$ cat config.mk
export PLATFORM = sky130hd
export DESIGN_NAME = fstm_cfg_regs
export DESIGN_NICKNAME = d
export VERILOG_FILES = /design/src/rtl/fstm_pkg.sv /design/src/rtl/fstm_cfg_regs.sv
export SDC_FILE = /design/constraint.sdc
export NUM_CORES = 1
export LEC_CHECK = 0
export BUFFER_PORTS_ARGS = -buffer_cell sky130_fd_sc_hd__buf_4
export CAP_MARGIN = 15
export CORE_MARGIN = 1.5
export CORE_UTILIZATION = 44
export CTS_CLUSTER_SIZE = 16
export DETAILED_ROUTE_END_ITERATION = 8
export PLACE_DENSITY = 0.79
export SYNTH_ARGS = -nofsm -noshare
export SYNTH_HDL_FRONTEND = slang
export SYNTH_SLANG_ARGS = --single-unit
$ cat constraint.sdc
create_clock -name clk -period 1 [get_ports clk]
set_input_delay 0.15 -clock clk [delete_from_list [all_inputs] [get_ports clk]]
set_output_delay 0.15 -clock clk [all_outputs]
set_load 0.02 [all_outputs]
$ cat src/rtl/fstm_pkg.sv
package fstm_pkg;

    // Fixed field widths
    localparam int ADDR_W       = 24;
    localparam int TADDR_W      = 13;
    localparam int UV_W         = 32;
    localparam int UV_FRAC      = 16;
    localparam int TILE_LOG     = 6;
    localparam int TILE_AW      = 2 * TILE_LOG;
    localparam int TILE_DEPTH   = 1 << TILE_AW;
    localparam int COUNT_W      = 9;
    localparam int LIGHT_IN_W   = 5;
    localparam int LIGHT_W_MAX  = 6;

    // Defaults for the top-level parameters
    localparam int SCREEN_WIDTH_DEF = 320;
    localparam int LIGHT_LEVELS_DEF = 32;

    // Configuration port
    localparam int CFG_AW = 4;
    localparam int CFG_DW = 32;

    localparam logic [1:0] REG_FRAME_BASE = 2'd0;
    localparam logic [1:0] REG_WINDOW_X   = 2'd1;
    localparam logic [1:0] REG_WINDOW_Y   = 2'd2;
    localparam logic [1:0] REG_LOW_DETAIL = 2'd3;

    typedef enum logic [1:0] {
        ACT_LOAD_TEXEL = 2'd0,
        ACT_LOAD_SHADE = 2'd1,
        ACT_START      = 2'd2,
        ACT_DRAW       = 2'd3
    } action_t;

    typedef struct packed {
        logic [ADDR_W-1:0] frame_base;
        logic [8:0]        window_x;
        logic [7:0]        window_y;
        logic              low_detail;
    } cfg_t;

    // One draw in flight between the texel read and the colour map read
    typedef struct packed {
        logic                   valid;
        logic [LIGHT_W_MAX-1:0] light;
        logic [ADDR_W-1:0]      address;
        logic                   last;
        logic                   pair;
    } draw_meta_t;

    typedef struct packed {
        logic               en;
        logic [TADDR_W-1:0] addr;
        logic [7:0]         data;
    } shade_wr_t;

endpackage

$ cat src/rtl/fstm_cfg_regs.sv
module fstm_cfg_regs
    import fstm_pkg::*;
(
    input  logic              clk,
    input  logic              rst_n,
    input  logic              psel,
    input  logic              penable,
    input  logic              pwrite,
    input  logic [CFG_AW-1:0] paddr,
    input  logic [CFG_DW-1:0] pwdata,
    output logic [CFG_DW-1:0] prdata,
    output logic              pready,
    output cfg_t              cfg
);

    cfg_t       cfg_reg;
    cfg_t       cfg_next;
    logic       wr_en;
    logic [1:0] reg_sel;

    assign pready  = 1'b1;
    assign wr_en   = psel && penable && pwrite;
    assign reg_sel = paddr[3:2];
    assign cfg     = cfg_reg;

    always_comb
    begin
        cfg_next = cfg_reg;
        if (wr_en)
        begin
            unique case (reg_sel)
                REG_FRAME_BASE: cfg_next.frame_base = pwdata[ADDR_W-1:0];
                REG_WINDOW_X:   cfg_next.window_x   = pwdata[8:0];
                REG_WINDOW_Y:   cfg_next.window_y   = pwdata[7:0];
                REG_LOW_DETAIL: cfg_next.low_detail = pwdata[0];
                default:        cfg_next = cfg_reg;
            endcase
        end
    end

    always_comb
    begin
        unique case (reg_sel)
            REG_FRAME_BASE: prdata = CFG_DW'(cfg_reg.frame_base);
            REG_WINDOW_X:   prdata = CFG_DW'(cfg_reg.window_x);
            REG_WINDOW_Y:   prdata = CFG_DW'(cfg_reg.window_y);
            REG_LOW_DETAIL: prdata = CFG_DW'(cfg_reg.low_detail);
            default:        prdata = '0;
        endcase
    end

    always_ff @(posedge clk or negedge rst_n)
    begin
        if (!rst_n)
        begin
            cfg_reg <= '0;
        end
        else
        begin
            cfg_reg <= cfg_next;
        end
    end

endmodule

# Word-level counts from Yosys, hierarchy flattened

Index checks and enable logic that the tools add are counted.

Register bits: 42
Bits in latches: 0
Memory bits (writable): 0
Bits in read-only memories: 0
Input bits: 41
Output and inout bits: 75
Logic and storage cells: 15
Memories: 0

Add/sub/neg operators: 0
Multiply operators: 0
Divide/modulo/power cells: 0
Order comparisons: 0
Equality and inequality tests: 3
Shifts and indexed selects: 0
Muxes and demuxes: 1
Bitwise logic cells: 0
Reduce and logical (&&, ||, !) cells: 7

Operator list:

| operator           | number |
|---|---|
| $pmux 32 s4        | 1 |
| $reduce_and 2->1   | 4 |
| $eq 2x2->1 const B | 2 |
| $eq 2x1->1 const B | 1 |
| $logic_and 1x1->1  | 2 |
| $logic_not 2->1    | 1 |

# Longest topological paths before layout

Depth in word-level cells: 3
Depth in mapped cells: 5
Gate-level depth less buffers: 3

# Least setup slack after synthesis

OpenSTA, ideal clock, no wires.

Path type: in2reg
Start point: input paddr[3]
End point: register cfg_reg, in the netlist cfg[18]
Setup time: 125 ps
Arrival time: 1097 ps
Required time: 875 ps
Setup slack: -222 ps
Cell stages on the path: 5
Path buffers: 2
Path through: nor2_2 and4_4 buf_6 buf_8 mux2_4

Longest elaborated chain between the ends: 2

Ends and longest elaborated chain:

| item                              | RTL line            | RTL |
|---|---|---|
| start: declaration                | fstm_cfg_regs.sv:9  | `input logic [CFG_AW-1:0] paddr,` |
| $logic_not 2->1                   | fstm_cfg_regs.sv:31 | `unique case (reg_sel)` |
| $reduce_and 2->1 (no source line) | n/a                 |  |
| end signal: assignment            | fstm_cfg_regs.sv:60 | `cfg_reg <= cfg_next;` |
| end: declaration                  | fstm_cfg_regs.sv:16 | `cfg_t cfg_reg;` |

Every way passes these cells.
A chain may end at the register's enable or synchronous reset.

# Worst setup path after layout

Start point: register cfg_reg, in the netlist cfg[1]
End point: output prdata[0]

Longest elaborated chain between the ends: 1

Ends and longest elaborated chain:

| item             | RTL line            | RTL |
|---|---|---|
| $pmux 32 s4      | fstm_cfg_regs.sv:43 | `unique case (reg_sel)` |
| end: declaration | fstm_cfg_regs.sv:11 | `output logic [CFG_DW-1:0] prdata,` |

Every way passes these cells. The select of a mux whose other input is x is not followed.

==> metrics.md <==
| Metric | Value |
|---|---|
| # diodes | 0 |
| Final instance area | 3900 um2 |
| Area of the placeable core | 4660 um2 |
| Worst EP arrival | 1310 ps |
| Number of remaining DRC errors | 0 |
| Total of max-cap violations | 0 |
| Final TNS setup | -6730 ps |
| Number of antenna violations at the first check in global routing | 0 |
| Clk buf depth | 2 |
| Critical path required time | 850 ps |
| Minimum clock period after layout | 1460 ps |
| Clock Sink Count | 42 |
| Startpoint of the worst setup timing path | cfg[1] |
| I/O Buffers | 96 |
| Cell area power density | 1990 nW/um2 |
| Nature of the critical path endpoint | primary output |
| Placement Rows | 25 |
| Number of endpoints failing setup at the final stage | 58 |
| I/O Pins | 116 |
| Cell with the largest stage delay on the worst path | sky130_fd_sc_hd__mux4_2 |
| Number of register bits inferred by synthesis | 42 |
| Worst Hold Class | input pin to flip-flop |
| Growth of design area from synthesis to finish | 85.0% |
| CP Cell Sequence | mux4_2 > buf_6 |
| # nets final | 348 |
| Root buf cell | sky130_fd_sc_hd__clkbuf_8 |
| Hold Vio Cnt, Final | 0 |
| Xor/xnor share of the synthesized area | 0 |
| Sum of overflow across all layers after global routing | 0 |
| Maximum clock frequency | 684 MHz |
| Clock edge transition at the registers on the reported setup and hold paths | 90 ps |
| Global-route wire length before repair | 9650 um |
| Overall via count from detail_route | 1780 |
| Unique masters post-synth | 21 |
| Number of DRC markers in iteration 0 | 89 |
| H-tree lvl count | 2 |
| Status | finished with violations |
| Weighted congestion reported at the end of routability-driven placement | 0.737 |
| Placed instance area | 3020 um2 |
| DP HPWL | 3790 um |
| Post-synthesis adder-cell area fraction | 0 |
| Starting density of the core | 0.452 |
| Slowest Stage Delay on Critical Path | 470 ps |
| Vias in the first global route | 1917 |
| Final setup skew | 0 ps |
| Floorplan die width | 72.2 um |
| Area of the die | 5220 um2 |
| Clock latency on the worst-skew pair | 280 ps |
| Fraction of the cycle the final worst path needs | 1.46 |
| Combinational family with the most area after synthesis | multiplexers |
| Die Y-Extent | 72.2 um |
| Critical path class | flip-flop to primary output |
| Synthesis Warnings | 0 |
| Failing checks | negative setup slack |
| Cells after DPL | 309 |
| Utilization of the core after routing | 0.837 |
| Source of the worst hold timing path | pwdata[10] |
| Share of synthesized area spent on multiplexers | 0.323 |
| Static leakage | 1.95 nW |
| Post-synthesis share of cell area spent on and, or, nand and nor gates | 0.0855 |
| Maximum number of pins on one net before global-route repair | 23 |
| Maximum net fanout on the critical path | 2 |
| Per-cell via count in the routed design | 4.92 |
| Final max-slew violation count | 0 |
| Max FFs per register | 42 |
| Antenna Violating Nets Remaining | 0 |
| Worst voltage drop across the vdd grid | 0.00121 V |
| Cell count after synthesis | 150 |
| RSZ-0062 raised after global routing | true |
| CTS tree | built |
| Total iterations of the first detailed-routing run | 6 |
| Worst reg2reg path startpoint | cfg[1] |
| Sequential-to-total area share from yosys stat | 0.499 |
| Final cell count without fillers | 362 |
| GRT Overall Usage | 0.246 |
| Mean post-synth cell area | 14.1 um2 |
| Slack of the critical path | -463 ps |
| Complex-gate fraction of the synthesized area | 0.0166 |
| CP startpoint kind | flip-flop |
| CTS Buf Count | 5 |
| Share of post-route cells with drive strength above 1 | 0.766 |
| Post-detailed-route wirelength per cell | 18.1 um |
| Register-to-register setup slack | -140 ps |
| Cell area after technology mapping | 2110 um2 |
| Wirelength, routed | 6550 um |
logic make-up after synthesis:
| kind of cell | count (synthesis) |
|---|---|
| AND/OR/NAND/NOR | 30 |
| buffers and inverters | 18 |
| other | 2 |
| flip-flops | 42 |
| AO/OA/AOI/OAI | 7 |
| multiplexers | 51 |
metrics by stage:
stage          power (mW)  setup WS [ps]  hold WS, ps
2_1_floorplan        3.84           -160         -146
3_3_place_gp         4.96           -249         58.6
3_5_place_dp         5.02           -282         66.5
4_1_cts              7.47           -456         85.0
5_1_grt              8.07           -489         81.4
6_report             7.76           -463         90.1
power breakdown:
group          total [mW]  switching, mW  internal (mW)
logic                3.90           1.54           2.36
clock network        1.39          0.573          0.815
registers            2.48          0.377           2.10
cell usage after synthesis:
master,n,share of area
sky130_fd_sc_hd__nand4_1,1,0.0030
sky130_fd_sc_hd__mux2i_1,8,0.038
sky130_fd_sc_hd__and4_4,1,0.0053
sky130_fd_sc_hd__buf_4,9,0.032
sky130_fd_sc_hd__buf_8,2,0.014
sky130_fd_sc_hd__nor2_2,1,0.0030
sky130_fd_sc_hd__and2_1,15,0.045
sky130_fd_sc_hd__clkbuf_1,2,0.0036
sky130_fd_sc_hd__mux4_2,1,0.011
sky130_fd_sc_hd__o21ai_0,7,0.017
sky130_fd_sc_hd__conb_1,2,0.0036
sky130_fd_sc_hd__and4_1,1,0.0042
sky130_fd_sc_hd__buf_6,4,0.021
sky130_fd_sc_hd__nor2b_2,1,0.0042
sky130_fd_sc_hd__nand2_1,7,0.012
sky130_fd_sc_hd__dfrtp_1,42,0.50
sky130_fd_sc_hd__nor2_1,2,0.0036
sky130_fd_sc_hd__mux2_4,28,0.20
sky130_fd_sc_hd__mux2_2,14,0.075
sky130_fd_sc_hd__inv_1,1,0.0018
sky130_fd_sc_hd__nor2_4,1,0.0053
final timing paths:
kind / end / depth (start not counted)
setup reg to reg: cfg[1] / 4
setup / recovery: prdata[0] / 2
hold reg to reg: cfg[37] / 1
min in group asynchronous: cfg[2] / 2
hold / removal: cfg[28] / 2
max in group asynchronous: cfg[17] / 3
cell usage in the layout, fill, tap and decap left out, types with 2 or more instances in the layout:
master / n
sky130_fd_sc_hd__buf_6: 95
sky130_fd_sc_hd__buf_4: 58
sky130_fd_sc_hd__dfrtp_1: 40
sky130_fd_sc_hd__mux2_4: 33
sky130_fd_sc_hd__and2_4: 15
sky130_fd_sc_hd__mux2_2: 9
sky130_fd_sc_hd__conb_1: 9
sky130_fd_sc_hd__mux2i_1: 7
sky130_fd_sc_hd__nand2_1: 7
sky130_fd_sc_hd__clkbuf_8: 6
sky130_fd_sc_hd__o21ai_2: 5
sky130_fd_sc_hd__buf_12: 5
sky130_fd_sc_hd__nor2_4: 2
sky130_fd_sc_hd__o21ai_1: 2
sky130_fd_sc_hd__nor2_1: 2
sky130_fd_sc_hd__dfrtp_2: 2
area by class of cell:
class                   count  area, um2
repair buffers            160       1640
well taps                  54       67.6
flip-flops and latches     42       1050
clock buffers               7       86.3
multi-input cells          97       1020
fillers                   216        761
inverters                   1       3.75
clock inverters             1       30.0
worst max-delay path: cells and delay by family (launching register included):
kind                   cells  cell delay [ps]
buffers and inverters      1              150
DFF                        1              410
muxes                      1              470
routing by layer:
| metal | vias to the layer above | track usage | wire (um) |
|---|---|---|---|
| met5 | - | 0 | 0 |
| li1 | 810 | - | - |
| met1 | 902 | 0.291 | 2670 |
| met2 | 56 | 0.453 | 3520 |
| met3 | 12 | 0.0361 | 207 |
| met4 | 0 | 0.0901 | 154 |
timing repair:
item / in CTS / in global routing
gates resized for setup: 99 / 26
pin swaps: 0 / 2
gates cloned: 0 / 1
hold buffers: 1 / 0
endpoints found under the hold margin: 20 / 0
buffers inserted: 35 / 21
setup endpoints to repair: 62 / 78
Power figures use the tool's default switching activity.
